$ cat src/tgs_pkg.sv
package tgs_pkg;

    localparam int DATA_WIDTH = 32;
    localparam int FRAC_BITS = 24;
    localparam int PROD_WIDTH = 2 * DATA_WIDTH;
    localparam int QUOT_WIDTH = PROD_WIDTH - FRAC_BITS;
    localparam int GAIN_WIDTH = 31;
    localparam int COEF_WIDTH = 25;
    localparam int APB_WIDTH = 32;
    localparam int ADDR_WIDTH = 5;

    typedef logic signed [DATA_WIDTH-1:0] data_t;

    localparam data_t MAXV = {1'b0, {(DATA_WIDTH-1){1'b1}}};
    localparam data_t MINV = {1'b1, {(DATA_WIDTH-1){1'b0}}};
    localparam data_t ONE = data_t'(64'd1 << FRAC_BITS);
    localparam data_t NEG_ONE = -ONE;
    localparam longint TENTH_VAL = (((longint'(2) << FRAC_BITS) / 10) + 1) / 2;
    localparam data_t TENTH = data_t'(TENTH_VAL);
    localparam data_t ZERO = '0;

    typedef enum logic [2:0] {
        REG_DROOP_GAIN    = 3'd0,
        REG_HP_FRACTION   = 3'd1,
        REG_SERVO_LAG     = 3'd2,
        REG_INV_VALVE     = 3'd3,
        REG_TIME_STEP     = 3'd4,
        REG_TURBINE_LAG   = 3'd5
    } reg_idx_t;

    typedef struct packed {
        logic [GAIN_WIDTH-1:0] droop_gain;
        logic [COEF_WIDTH-1:0] high_pressure_fraction;
        logic [COEF_WIDTH-1:0] servo_lag_coeff;
        logic [GAIN_WIDTH-1:0] inverse_valve_time;
        logic [COEF_WIDTH-1:0] time_step;
        logic [COEF_WIDTH-1:0] turbine_lag_coeff;
    } cfg_t;

    typedef struct packed {
        logic mul_en;
        logic sub;
    } arith_ctl_t;

endpackage

$ cat src/turbine_governor_step_unit.sv
// Channel   Direction  Handshake                   Payload
// config    in         psel/penable/pwrite/pready  paddr, pwdata, prdata
// item      in         item_valid / item_stall     command, speed, speed_ref,
//                                                  power_ref, initial_torque
// result    out        result_valid / result_stall torque
//
// A time step request runs seven products and nine saturating sums one after
// another through the single multiplier and adder; no new request is taken in
// until it is done. An initialize request runs one product and one sum.
// Reset clears the configuration registers and the three governor states to zero.
// A result waits in the output register while the next request is taken in.
module turbine_governor_step_unit (
    input  logic                               clk,
    input  logic                               rst_n,
    input  logic                               psel,
    input  logic                               penable,
    input  logic                               pwrite,
    input  logic [tgs_pkg::ADDR_WIDTH-1:0]     paddr,
    input  logic [tgs_pkg::APB_WIDTH-1:0]      pwdata,
    output logic [tgs_pkg::APB_WIDTH-1:0]      prdata,
    output logic                               pready,
    input  logic                               item_valid,
    output logic                               item_stall,
    input  logic                               command,
    input  tgs_pkg::data_t                     speed,
    input  tgs_pkg::data_t                     speed_ref,
    input  tgs_pkg::data_t                     power_ref,
    input  tgs_pkg::data_t                     initial_torque,
    output logic                               result_valid,
    input  logic                               result_stall,
    output tgs_pkg::data_t                     torque
);
    import tgs_pkg::*;

    typedef enum logic [20:0] {
        ST_IDLE      = 21'h000001,
        ST_ERR       = 21'h000002,
        ST_M_GAIN    = 21'h000004,
        ST_RELAY     = 21'h000008,
        ST_SERVO_ERR = 21'h000010,
        ST_M_SERVO   = 21'h000020,
        ST_SERVO_UPD = 21'h000040,
        ST_VALVE_ERR = 21'h000080,
        ST_M_RATE    = 21'h000100,
        ST_RATE_LIM  = 21'h000200,
        ST_M_STEP    = 21'h000400,
        ST_VALVE_UPD = 21'h000800,
        ST_M_REST    = 21'h001000,
        ST_LAG_ERR   = 21'h002000,
        ST_M_LAG     = 21'h004000,
        ST_LAG_UPD   = 21'h008000,
        ST_M_FA      = 21'h010000,
        ST_TORQUE    = 21'h020000,
        ST_INIT_MUL  = 21'h040000,
        ST_INIT_LAG  = 21'h080000,
        ST_DONE      = 21'h100000
    } state_t;

    state_t     state_reg;
    state_t     state_next;
    cfg_t       cfg;
    arith_ctl_t ctl;
    data_t      mul_a;
    data_t      mul_b;
    data_t      add_x;
    data_t      add_y;
    data_t      prod_q;
    data_t      sum;
    data_t      fa;
    data_t      rest;

    data_t speed_reg;
    data_t speed_ref_reg;
    data_t power_ref_reg;
    data_t init_torque_reg;
    data_t t_reg;
    data_t t_next;
    data_t servo_reg;
    data_t servo_next;
    data_t valve_reg;
    data_t valve_next;
    data_t lag_reg;
    data_t lag_next;
    data_t torque_reg;
    logic  result_valid_reg;
    logic  result_valid_next;
    logic  load_result;
    logic  accept;

    tgs_cfg u_cfg (
        .clk     (clk),
        .rst_n   (rst_n),
        .psel    (psel),
        .penable (penable),
        .pwrite  (pwrite),
        .paddr   (paddr),
        .pwdata  (pwdata),
        .prdata  (prdata),
        .pready  (pready),
        .cfg     (cfg)
    );

    tgs_arith u_arith (
        .clk    (clk),
        .ctl    (ctl),
        .mul_a  (mul_a),
        .mul_b  (mul_b),
        .add_x  (add_x),
        .add_y  (add_y),
        .prod_q (prod_q),
        .sum    (sum)
    );

    assign fa = data_t'(cfg.high_pressure_fraction);
    assign rest = ONE - fa;

    assign item_stall = (state_reg != ST_IDLE);
    assign accept = item_valid && !item_stall;
    assign load_result = (state_reg == ST_DONE) && (!result_valid_reg || !result_stall);
    assign result_valid = result_valid_reg;
    assign torque = torque_reg;

    always_comb
    begin
        state_next = state_reg;
        ctl = '0;
        mul_a = t_reg;
        mul_b = t_reg;
        add_x = ZERO;
        add_y = prod_q;
        t_next = t_reg;
        servo_next = servo_reg;
        valve_next = valve_reg;
        lag_next = lag_reg;
        unique case (state_reg)
            ST_IDLE:
            begin
                if (accept)
                begin
                    state_next = command ? ST_INIT_MUL : ST_ERR;
                end
            end
            ST_ERR:
            begin
                add_x = speed_ref_reg;
                add_y = speed_reg;
                ctl.sub = 1'b1;
                t_next = sum;
                state_next = ST_M_GAIN;
            end
            ST_M_GAIN:
            begin
                mul_b = data_t'(cfg.droop_gain);
                ctl.mul_en = 1'b1;
                state_next = ST_RELAY;
            end
            ST_RELAY:
            begin
                add_x = power_ref_reg;
                t_next = sum;
                state_next = ST_SERVO_ERR;
            end
            ST_SERVO_ERR:
            begin
                add_x = t_reg;
                add_y = servo_reg;
                ctl.sub = 1'b1;
                t_next = sum;
                state_next = ST_M_SERVO;
            end
            ST_M_SERVO:
            begin
                mul_a = data_t'(cfg.servo_lag_coeff);
                ctl.mul_en = 1'b1;
                state_next = ST_SERVO_UPD;
            end
            ST_SERVO_UPD:
            begin
                add_x = servo_reg;
                servo_next = sum;
                state_next = ST_VALVE_ERR;
            end
            ST_VALVE_ERR:
            begin
                add_x = servo_reg;
                add_y = valve_reg;
                ctl.sub = 1'b1;
                t_next = sum;
                state_next = ST_M_RATE;
            end
            ST_M_RATE:
            begin
                mul_b = data_t'(cfg.inverse_valve_time);
                ctl.mul_en = 1'b1;
                state_next = ST_RATE_LIM;
            end
            ST_RATE_LIM:
            begin
                if (prod_q >= TENTH)
                begin
                    t_next = TENTH;
                end
                else if (prod_q <= NEG_ONE)
                begin
                    t_next = NEG_ONE;
                end
                else
                begin
                    t_next = prod_q;
                end
                state_next = ST_M_STEP;
            end
            ST_M_STEP:
            begin
                mul_a = data_t'(cfg.time_step);
                ctl.mul_en = 1'b1;
                state_next = ST_VALVE_UPD;
            end
            ST_VALVE_UPD:
            begin
                add_x = valve_reg;
                if (sum >= ONE)
                begin
                    valve_next = ONE;
                end
                else if (sum <= ZERO)
                begin
                    valve_next = ZERO;
                end
                else
                begin
                    valve_next = sum;
                end
                state_next = ST_M_REST;
            end
            ST_M_REST:
            begin
                mul_a = rest;
                mul_b = valve_reg;
                ctl.mul_en = 1'b1;
                state_next = ST_LAG_ERR;
            end
            ST_LAG_ERR:
            begin
                add_x = prod_q;
                add_y = lag_reg;
                ctl.sub = 1'b1;
                t_next = sum;
                state_next = ST_M_LAG;
            end
            ST_M_LAG:
            begin
                mul_a = data_t'(cfg.turbine_lag_coeff);
                ctl.mul_en = 1'b1;
                state_next = ST_LAG_UPD;
            end
            ST_LAG_UPD:
            begin
                add_x = lag_reg;
                lag_next = sum;
                state_next = ST_M_FA;
            end
            ST_M_FA:
            begin
                mul_a = valve_reg;
                mul_b = fa;
                ctl.mul_en = 1'b1;
                state_next = ST_TORQUE;
            end
            ST_TORQUE:
            begin
                add_x = lag_reg;
                t_next = sum;
                state_next = ST_DONE;
            end
            ST_INIT_MUL:
            begin
                mul_a = rest;
                mul_b = power_ref_reg;
                ctl.mul_en = 1'b1;
                state_next = ST_INIT_LAG;
            end
            ST_INIT_LAG:
            begin
                lag_next = sum;
                servo_next = power_ref_reg;
                valve_next = power_ref_reg;
                t_next = init_torque_reg;
                state_next = ST_DONE;
            end
            ST_DONE:
            begin
                if (load_result)
                begin
                    state_next = ST_IDLE;
                end
            end
            default:
            begin
                state_next = ST_IDLE;
            end
        endcase
    end

    always_comb
    begin
        result_valid_next = result_valid_reg;
        if (load_result)
        begin
            result_valid_next = 1'b1;
        end
        else if (result_valid_reg && !result_stall)
        begin
            result_valid_next = 1'b0;
        end
    end

    always_ff @(posedge clk or negedge rst_n)
    begin
        if (!rst_n)
        begin
            state_reg <= ST_IDLE;
            result_valid_reg <= 1'b0;
            servo_reg <= ZERO;
            valve_reg <= ZERO;
            lag_reg <= ZERO;
        end
        else
        begin
            state_reg <= state_next;
            result_valid_reg <= result_valid_next;
            servo_reg <= servo_next;
            valve_reg <= valve_next;
            lag_reg <= lag_next;
        end
    end

    always_ff @(posedge clk)
    begin
        if (accept)
        begin
            speed_reg <= speed;
            speed_ref_reg <= speed_ref;
            power_ref_reg <= power_ref;
            init_torque_reg <= initial_torque;
        end
        t_reg <= t_next;
        if (load_result)
        begin
            torque_reg <= t_reg;
        end
    end

endmodule

$ cat src/tgs_cfg.sv
module tgs_cfg (
    input  logic                               clk,
    input  logic                               rst_n,
    input  logic                               psel,
    input  logic                               penable,
    input  logic                               pwrite,
    input  logic [tgs_pkg::ADDR_WIDTH-1:0]     paddr,
    input  logic [tgs_pkg::APB_WIDTH-1:0]      pwdata,
    output logic [tgs_pkg::APB_WIDTH-1:0]      prdata,
    output logic                               pready,
    output tgs_pkg::cfg_t                      cfg
);
    import tgs_pkg::*;

    cfg_t     cfg_reg;
    cfg_t     cfg_next;
    reg_idx_t idx;
    logic     wr_en;

    assign idx = reg_idx_t'(paddr[ADDR_WIDTH-1:2]);
    assign wr_en = psel && penable && pwrite;
    assign pready = 1'b1;
    assign cfg = cfg_reg;

    always_comb
    begin
        cfg_next = cfg_reg;
        if (wr_en)
        begin
            unique case (idx)
                REG_DROOP_GAIN:  cfg_next.droop_gain = pwdata[GAIN_WIDTH-1:0];
                REG_HP_FRACTION: cfg_next.high_pressure_fraction = pwdata[COEF_WIDTH-1:0];
                REG_SERVO_LAG:   cfg_next.servo_lag_coeff = pwdata[COEF_WIDTH-1:0];
                REG_INV_VALVE:   cfg_next.inverse_valve_time = pwdata[GAIN_WIDTH-1:0];
                REG_TIME_STEP:   cfg_next.time_step = pwdata[COEF_WIDTH-1:0];
                REG_TURBINE_LAG: cfg_next.turbine_lag_coeff = pwdata[COEF_WIDTH-1:0];
                default:         cfg_next = cfg_reg;
            endcase
        end
    end

    always_ff @(posedge clk or negedge rst_n)
    begin
        if (!rst_n)
        begin
            cfg_reg <= '0;
        end
        else
        begin
            cfg_reg <= cfg_next;
        end
    end

    always_comb
    begin
        unique case (idx)
            REG_DROOP_GAIN:
                prdata = APB_WIDTH'(cfg_reg.droop_gain);
            REG_HP_FRACTION:
                prdata = APB_WIDTH'(cfg_reg.high_pressure_fraction);
            REG_SERVO_LAG:
                prdata = APB_WIDTH'(cfg_reg.servo_lag_coeff);
            REG_INV_VALVE:
                prdata = APB_WIDTH'(cfg_reg.inverse_valve_time);
            REG_TIME_STEP:
                prdata = APB_WIDTH'(cfg_reg.time_step);
            REG_TURBINE_LAG:
                prdata = APB_WIDTH'(cfg_reg.turbine_lag_coeff);
            default:
                prdata = '0;
        endcase
    end

endmodule

$ cat src/tgs_arith.sv
module tgs_arith (
    input  logic                  clk,
    input  tgs_pkg::arith_ctl_t   ctl,
    input  tgs_pkg::data_t        mul_a,
    input  tgs_pkg::data_t        mul_b,
    input  tgs_pkg::data_t        add_x,
    input  tgs_pkg::data_t        add_y,
    output tgs_pkg::data_t        prod_q,
    output tgs_pkg::data_t        sum
);
    import tgs_pkg::*;

    logic [DATA_WIDTH-1:0] mag_a;
    logic [DATA_WIDTH-1:0] mag_b;
    logic [PROD_WIDTH-1:0] prod_reg;
    logic                  neg_reg;
    logic [QUOT_WIDTH-1:0] quot;
    logic [QUOT_WIDTH-1:0] lim;
    logic [DATA_WIDTH-1:0] quot_lo;
    logic signed [DATA_WIDTH:0] ext_sum;

    // Products are formed on magnitudes so that the shift truncates toward zero.
    assign mag_a = mul_a[DATA_WIDTH-1] ? (~mul_a + 1'b1) : mul_a;
    assign mag_b = mul_b[DATA_WIDTH-1] ? (~mul_b + 1'b1) : mul_b;

    always_ff @(posedge clk)
    begin
        if (ctl.mul_en)
        begin
            prod_reg <= PROD_WIDTH'(mag_a) * PROD_WIDTH'(mag_b);
            neg_reg <= mul_a[DATA_WIDTH-1] ^ mul_b[DATA_WIDTH-1];
        end
    end

    assign quot = prod_reg[PROD_WIDTH-1:FRAC_BITS];
    assign lim = QUOT_WIDTH'(MAXV) + QUOT_WIDTH'(neg_reg);
    assign quot_lo = quot[DATA_WIDTH-1:0];

    always_comb
    begin
        if (quot > lim)
        begin
            prod_q = neg_reg ? MINV : MAXV;
        end
        else if (neg_reg)
        begin
            prod_q = data_t'(~quot_lo + 1'b1);
        end
        else
        begin
            prod_q = data_t'(quot_lo);
        end
    end

    always_comb
    begin
        if (ctl.sub)
        begin
            ext_sum = {add_x[DATA_WIDTH-1], add_x} - {add_y[DATA_WIDTH-1], add_y};
        end
        else
        begin
            ext_sum = {add_x[DATA_WIDTH-1], add_x} + {add_y[DATA_WIDTH-1], add_y};
        end
        if (ext_sum[DATA_WIDTH] != ext_sum[DATA_WIDTH-1])
        begin
            sum = ext_sum[DATA_WIDTH] ? MINV : MAXV;
        end
        else
        begin
            sum = ext_sum[DATA_WIDTH-1:0];
        end
    end

endmodule
$ cat config.mk
export PLATFORM = sky130hd
export DESIGN_NAME = turbine_governor_step_unit
export DESIGN_NICKNAME = d
export VERILOG_FILES = /design/src/tgs_pkg.sv /design/src/turbine_governor_step_unit.sv /design/src/tgs_cfg.sv /design/src/tgs_arith.sv
export SDC_FILE = /design/constraint.sdc
export NUM_CORES = 2
export LEC_CHECK = 0
export ABC_CLOCK_PERIOD_IN_PS = 14430
export BUFFER_PORTS_ARGS = -buffer_cell sky130_fd_sc_hd__buf_2
export CAP_MARGIN = 20
export CORE_AREA = 2 2 375 377
export DETAILED_ROUTE_END_ITERATION = 8
export DIE_AREA = 0 0 377 379
export SLEW_MARGIN = 20
export SYNTH_ARGS = -nofsm -noshare
export SYNTH_HDL_FRONTEND = slang
export SYNTH_SLANG_ARGS = --single-unit
export TNS_END_PERCENT = 1
$ cat constraint.sdc
create_clock -name clk -period 14.43 [get_ports clk]
set_clock_uncertainty 0.15 [all_clocks]
set_input_delay 2.1645 -clock clk [delete_from_list [all_inputs] [get_ports clk]]
set_output_delay 2.1645 -clock clk [all_outputs]
set_load 0.1 [all_outputs]
# == Word level (Yosys, flattened, before mapping) ==
# Index checks and enable logic that the tools add are counted.
# op_classes
n_reduce_logical,29
n_eq_ne,30
addsub,7
mul,1
n_lt_le_gt_ge,5
bitwise,4
n_mux,28
# ops
operator,count
21-bit case mux with 20 select lines,1
32-bit two-way mux,11
32-bit case mux with 5 select lines,2
32-bit case mux with 7 select lines,1
31-bit case mux with 6 select lines,1
32-bit case mux with 2 select lines,2
32-bit case mux with 4 select lines,1
32-bit by 1-bit adder with 32-bit output (second input constant),3
32-bit inverter,3
32-bit case mux with 3 select lines,1
32-bit by 32-bit multiplier with 64-bit output,1
21-bit two-way mux,2
40-bit greater-than comparator,1
32-bit by 32-bit adder with 33-bit output,1
33-bit two-way mux,1
32-bit by 32-bit subtractor with 33-bit output,1
31-bit by 1-bit adder with 32-bit output (first input constant),1
32-bit by 22-bit >= comparator with 1-bit output (second input constant),1
32-bit by 26-bit >= comparator with 1-bit output (second input constant),1
32-bit by 1-bit less-or-equal comparator with 1-bit output (second input constant),1
32-bit by 25-bit less-or-equal comparator with 1-bit output (second input constant),1
25-bit by 25-bit subtractor with 26-bit output (first input constant),1
21-bit by 1-bit == test with 1-bit output (second input constant),1
21-bit by 10-bit == test with 1-bit output (second input constant),1
other kinds (39),63
# totals
regBits,537
output_inout_bits,67
elab_cells,123
in_bits,173

# == Depth between registers and ports, before layout ==
# depth
depth_word,13
mapped_depth,54
ltp_nobuf,46

# == Hierarchy ==
# From an unflattened synthesis, not the netlist that was laid out.
# hier_totals
hier_cells,6660
area_unflattened_um2,62780.2
# by_module_without_submodules
module,area_per_inst_um2,seq_area_each_um2,cells_each,n_inst
tgs_arith,38753.4,1231.2,4566,1
turbine_governor_step_unit,16377.0,8719.6,1548,1
tgs_cfg,7649.8,4053.9,546,1

# == Least setup slack after synthesis ==
# No wires, ideal clock.
# synth_timing
path_type,reg-to-reg
from,register state_reg[0]
to,"register u_arith.prod_reg[63], data pin"
arrival_ps,10935
t_required_ps,14018
path_slack_ps,3083
n_path_buf,8
stages_incl_launch_ff,49
setup_time_ps,262
period_less_slack_ps,11347
path_cell_list,dfstp_2 nor4_4 nand3_1 buf_2 nor3_2 or4_1 buf_4 buf_2 buf_2 buf_2 nor2_1 nor2_1 inv_1 clkbuf_1 ha_1 nand2_1 nor2_1 and3_1 (+13 left out) fa_1 fa_1 ha_1 a21oi_1 o211ai_1 a21oi_1 o21ai_0 nand3_1 nor4_1 a311oi_1 nor2_1 a21oi_2 o211ai_1 a21oi_2 o21ai_1 a21bo_2 a211oi_1 xnor2_1
# synth_between
elab_chain_cells,7
word_cells_on_any_way,18
classes_between,2 x add/sub; 1 x mul; 8 x eq/ne; 4 x mux; 2 x bitwise; 1 x reduce/logical
# synth_lines
element,line,text
"start, declared",turbine_governor_step_unit.sv:59,state_t state_reg;
"start signal, assigned",turbine_governor_step_unit.sv:330,state_reg <= state_next;
21-bit by 19-bit == test with 1-bit output / 21-bit by 13-bit == test with 1-bit output (equally long branches),turbine_governor_step_unit.sv:135,unique case (state_reg)
2-bit OR reduction (no source line),--,
32-bit case mux with 5 select lines,turbine_governor_step_unit.sv:135,
32-bit inverter,tgs_arith.sv:23,assign mag_a = mul_a[DATA_WIDTH-1] ? (~mul_a + 1'b1) : mul_a;
32-bit by 1-bit adder with 32-bit output,tgs_arith.sv:23,
32-bit two-way mux,tgs_arith.sv:23,
32-bit by 32-bit multiplier with 64-bit output (*),tgs_arith.sv:30,prod_reg <= PROD_WIDTH'(mag_a) * PROD_WIDTH'(mag_b);
"end signal, assigned",tgs_arith.sv:30,
"end, declared",tgs_arith.sv:15,logic [PROD_WIDTH-1:0] prod_reg;
# Every way passes the cells marked *; elsewhere a longest branch is shown, timed or not.
# A chain may end at the register's enable or synchronous reset.

# == Worst setup path in the final report ==
# layout_timing
from,register state_reg[3]
to,"register u_arith.prod_reg[63], data pin"
# The elaborated chain is that of the path after synthesis.

==> out/metrics.yaml <==
drt:
  firstDrtPassIters: 8
  dr_wl_met3_um: 30800
  drt_wl_total_um: 247000
  drc: 0
  wl_per_cell_um: 28.8
  drt_iter0_markers: 5938
  highest-signal-layer: "met5"
  ant_nets: 0
  via_per_inst: 6.10
  num_vias: 52400
  wl_met2_um: 105000
  wirelength_met1_um: 99800
clock_network:
  ctsHoldBuffers: 0
  clkSlewWorstSetupHoldPaths_ps: 70
  cts_buffer_depth: 3
  cts_tree: "built"
  cts_buffers: 53
  cts_sinks: 513
  cts_max_level: 2
  cts_root_buffer: "clkbuf_16"
  clkLatencyLatePin_ps: 670
layout:
  largest_register_ffs: 162
  area.growth.synth_to_final_pct: 10.3
  num-nets-final: 8117
  final_core_util_pct: 49.3
  stdcell_area_um2: 68500
  drive_above_1_share_pct: 13.6
setup_path:
  critPathRequiredTime_ps: 14680
  worst-r2r-cell-count: 42
  cpPeakStageDelay_ps: 850
  end_kind: "register"
  start_kind: "register"
  critPathKind: "register to register"
  crit_top_cell: "fa_1"
  slowest_stage: "a21oi_1"
  arrival_ps: 13970
  crit_fanout: 19
sta:
  setup_tns_ps: 0
  relSlewSlack_pct: 20.7
  hold_viol: 0
  max_slew.worst_pin.slew_ps: 1180
  hold_ws_ps: 361
  finalCriticalPeriod_ps: 13720
  post-route-period-util_pct: 95.1
  finalMaxSlewViolations: 0
  setup_violations: 0
  fmax_mhz: 72.9
yosys:
  synth_area_leader_cell: "fa_1"
  async_flop_share_pct: 54.6
  yosysMostFrequentCell: "inv_1"
  syn_inst: 6538
  syn_avg_cell_area_um2: 9.50
  netlist_area_um2: 62100
  synth_top_area_share_pct: 28.9
  synth-edff-count: 233
  netlist_top_cells_count: "944 x inv_1, 896 x fa_1, 750 x nor2_1"
  synth_flop_cell: "dfrtp_1"
  yosysSeqAreaShare_pct: 22.5
  synth_area_leaders: "fa_1 29%, edfxtp_1 11%, dfrtp_1 11%, ha_1 6.6%, inv_1 5.7%"
  yosys_warnings: 0
  synth_cell_type_count: 108
  ys_ff_latch: 513
floorplanning:
  die_h_um: 379
  coreArea_um2: 139000
  dieArea_um2: 143000
  die_w_um: 377
  rows: 137
  initial_core_util_pct: 44.7
  ioPinCount: 240
grt:
  overflow: 0
  grt_pass1_vias: 52800
  grt_start_max_net_pins: 159
  grt_usage_pct: 34.9
  grt_pass1_wl_um: 362000
  antenna_found_initial: 18
placed_design:
  hpwl_um: 192000
  globalplace.congestion: 0.995
  place_area_um2: 66500
  port_buffers: 234
worst_hold_path:
  whs_path_depth: 2
  hp-class: "register to register"
status:
  status: "finished clean"
job:
  max_cap_viol_count: 0
-- metrics by stage --
step / cells / setup WS (ps)
2_1_floorplan: 6541 / 3080
3_3_place_gp: 8467 / 663
3_5_place_dp: 8467 / 536
4_1_cts: 8567 / 459
5_1_grt: 8573 / -3.50
6_report: 8580 / 711
-- critical path: cells and delay by family (launching register included) --
family                     cells  cell delay, ps
xor gates and xnor gates       2             340
adders and majority gates      9            4600
and+or+nand+nor               13            3670
buffers and inverters          6             740
AOI/OAI and AO/OA             12            3500
DFF                            1             450
-- cell usage in the layout, fill, tap and decap left out, drive strengths merged, types with 131 or more instances in the layout --
cell / count
nor2: 751
dfrtp: 279
buf: 488
mux2: 164
xnor2: 131
a21oi: 206
nand2: 624
inv: 948
fa: 896
o21ai: 197
a22oi: 214
edfxtp: 233
ha: 329
-- worst paths after layout --
| check | endpoint | from | slack [ps] |
|---|---|---|---|
| worst max-delay path | u_arith.prod_reg[63] | state_reg[3] | 710 |
| worst min-delay path | lag_reg[3] | lag_reg[3] | 360 |
| worst max register to register | u_arith.prod_reg[63] | state_reg[3] | 710 |
| worst min register to register | lag_reg[3] | lag_reg[3] | 360 |
| max in group asynchronous | u_cfg.cfg[128] | rst_n | 10980 |
| min in group asynchronous | servo_reg[9] | rst_n | 1270 |
-- final cells by class --
type,count,area [µm²]
repair buffers,488,3130
clock inverters,35,399
clock buffers,65,1410
multi-input cells,4718,43700
fillers,13000,70400
diodes,9,22.5
inverters,945,3550
flip-flops and latches,513,14000
well taps,1807,2260
-- per-layer routing --
metal | track usage, % | up-vias
li1 | - | 22100
met1 | 47.7 | 26800
met2 | 51.4 | 3007
met3 | 11.0 | 526
met4 | 13.7 | 8
met5 | 0 | -
-- cells by family after synthesis --
family | share of synthesized area, %
and+or+nand+nor | 14.3
adders and majority gates | 35.6
other | 0.0121
muxes | 3.07
xor gates and xnor gates | 3.48
DFF | 22.5
AOI/OAI and AO/OA | 12.8
buffers and inverters | 8.20
-- timing repair --
item,4_1_cts,5_1_grt
hold endpoints to repair,0,0
buffers inserted,0,2
resized for setup,0,7
endpoints found under the setup margin,0,10
Power is left out: the tool's default activity adds up to more than one toggle a clock period on the data nets, which glitch-free logic cannot reach.
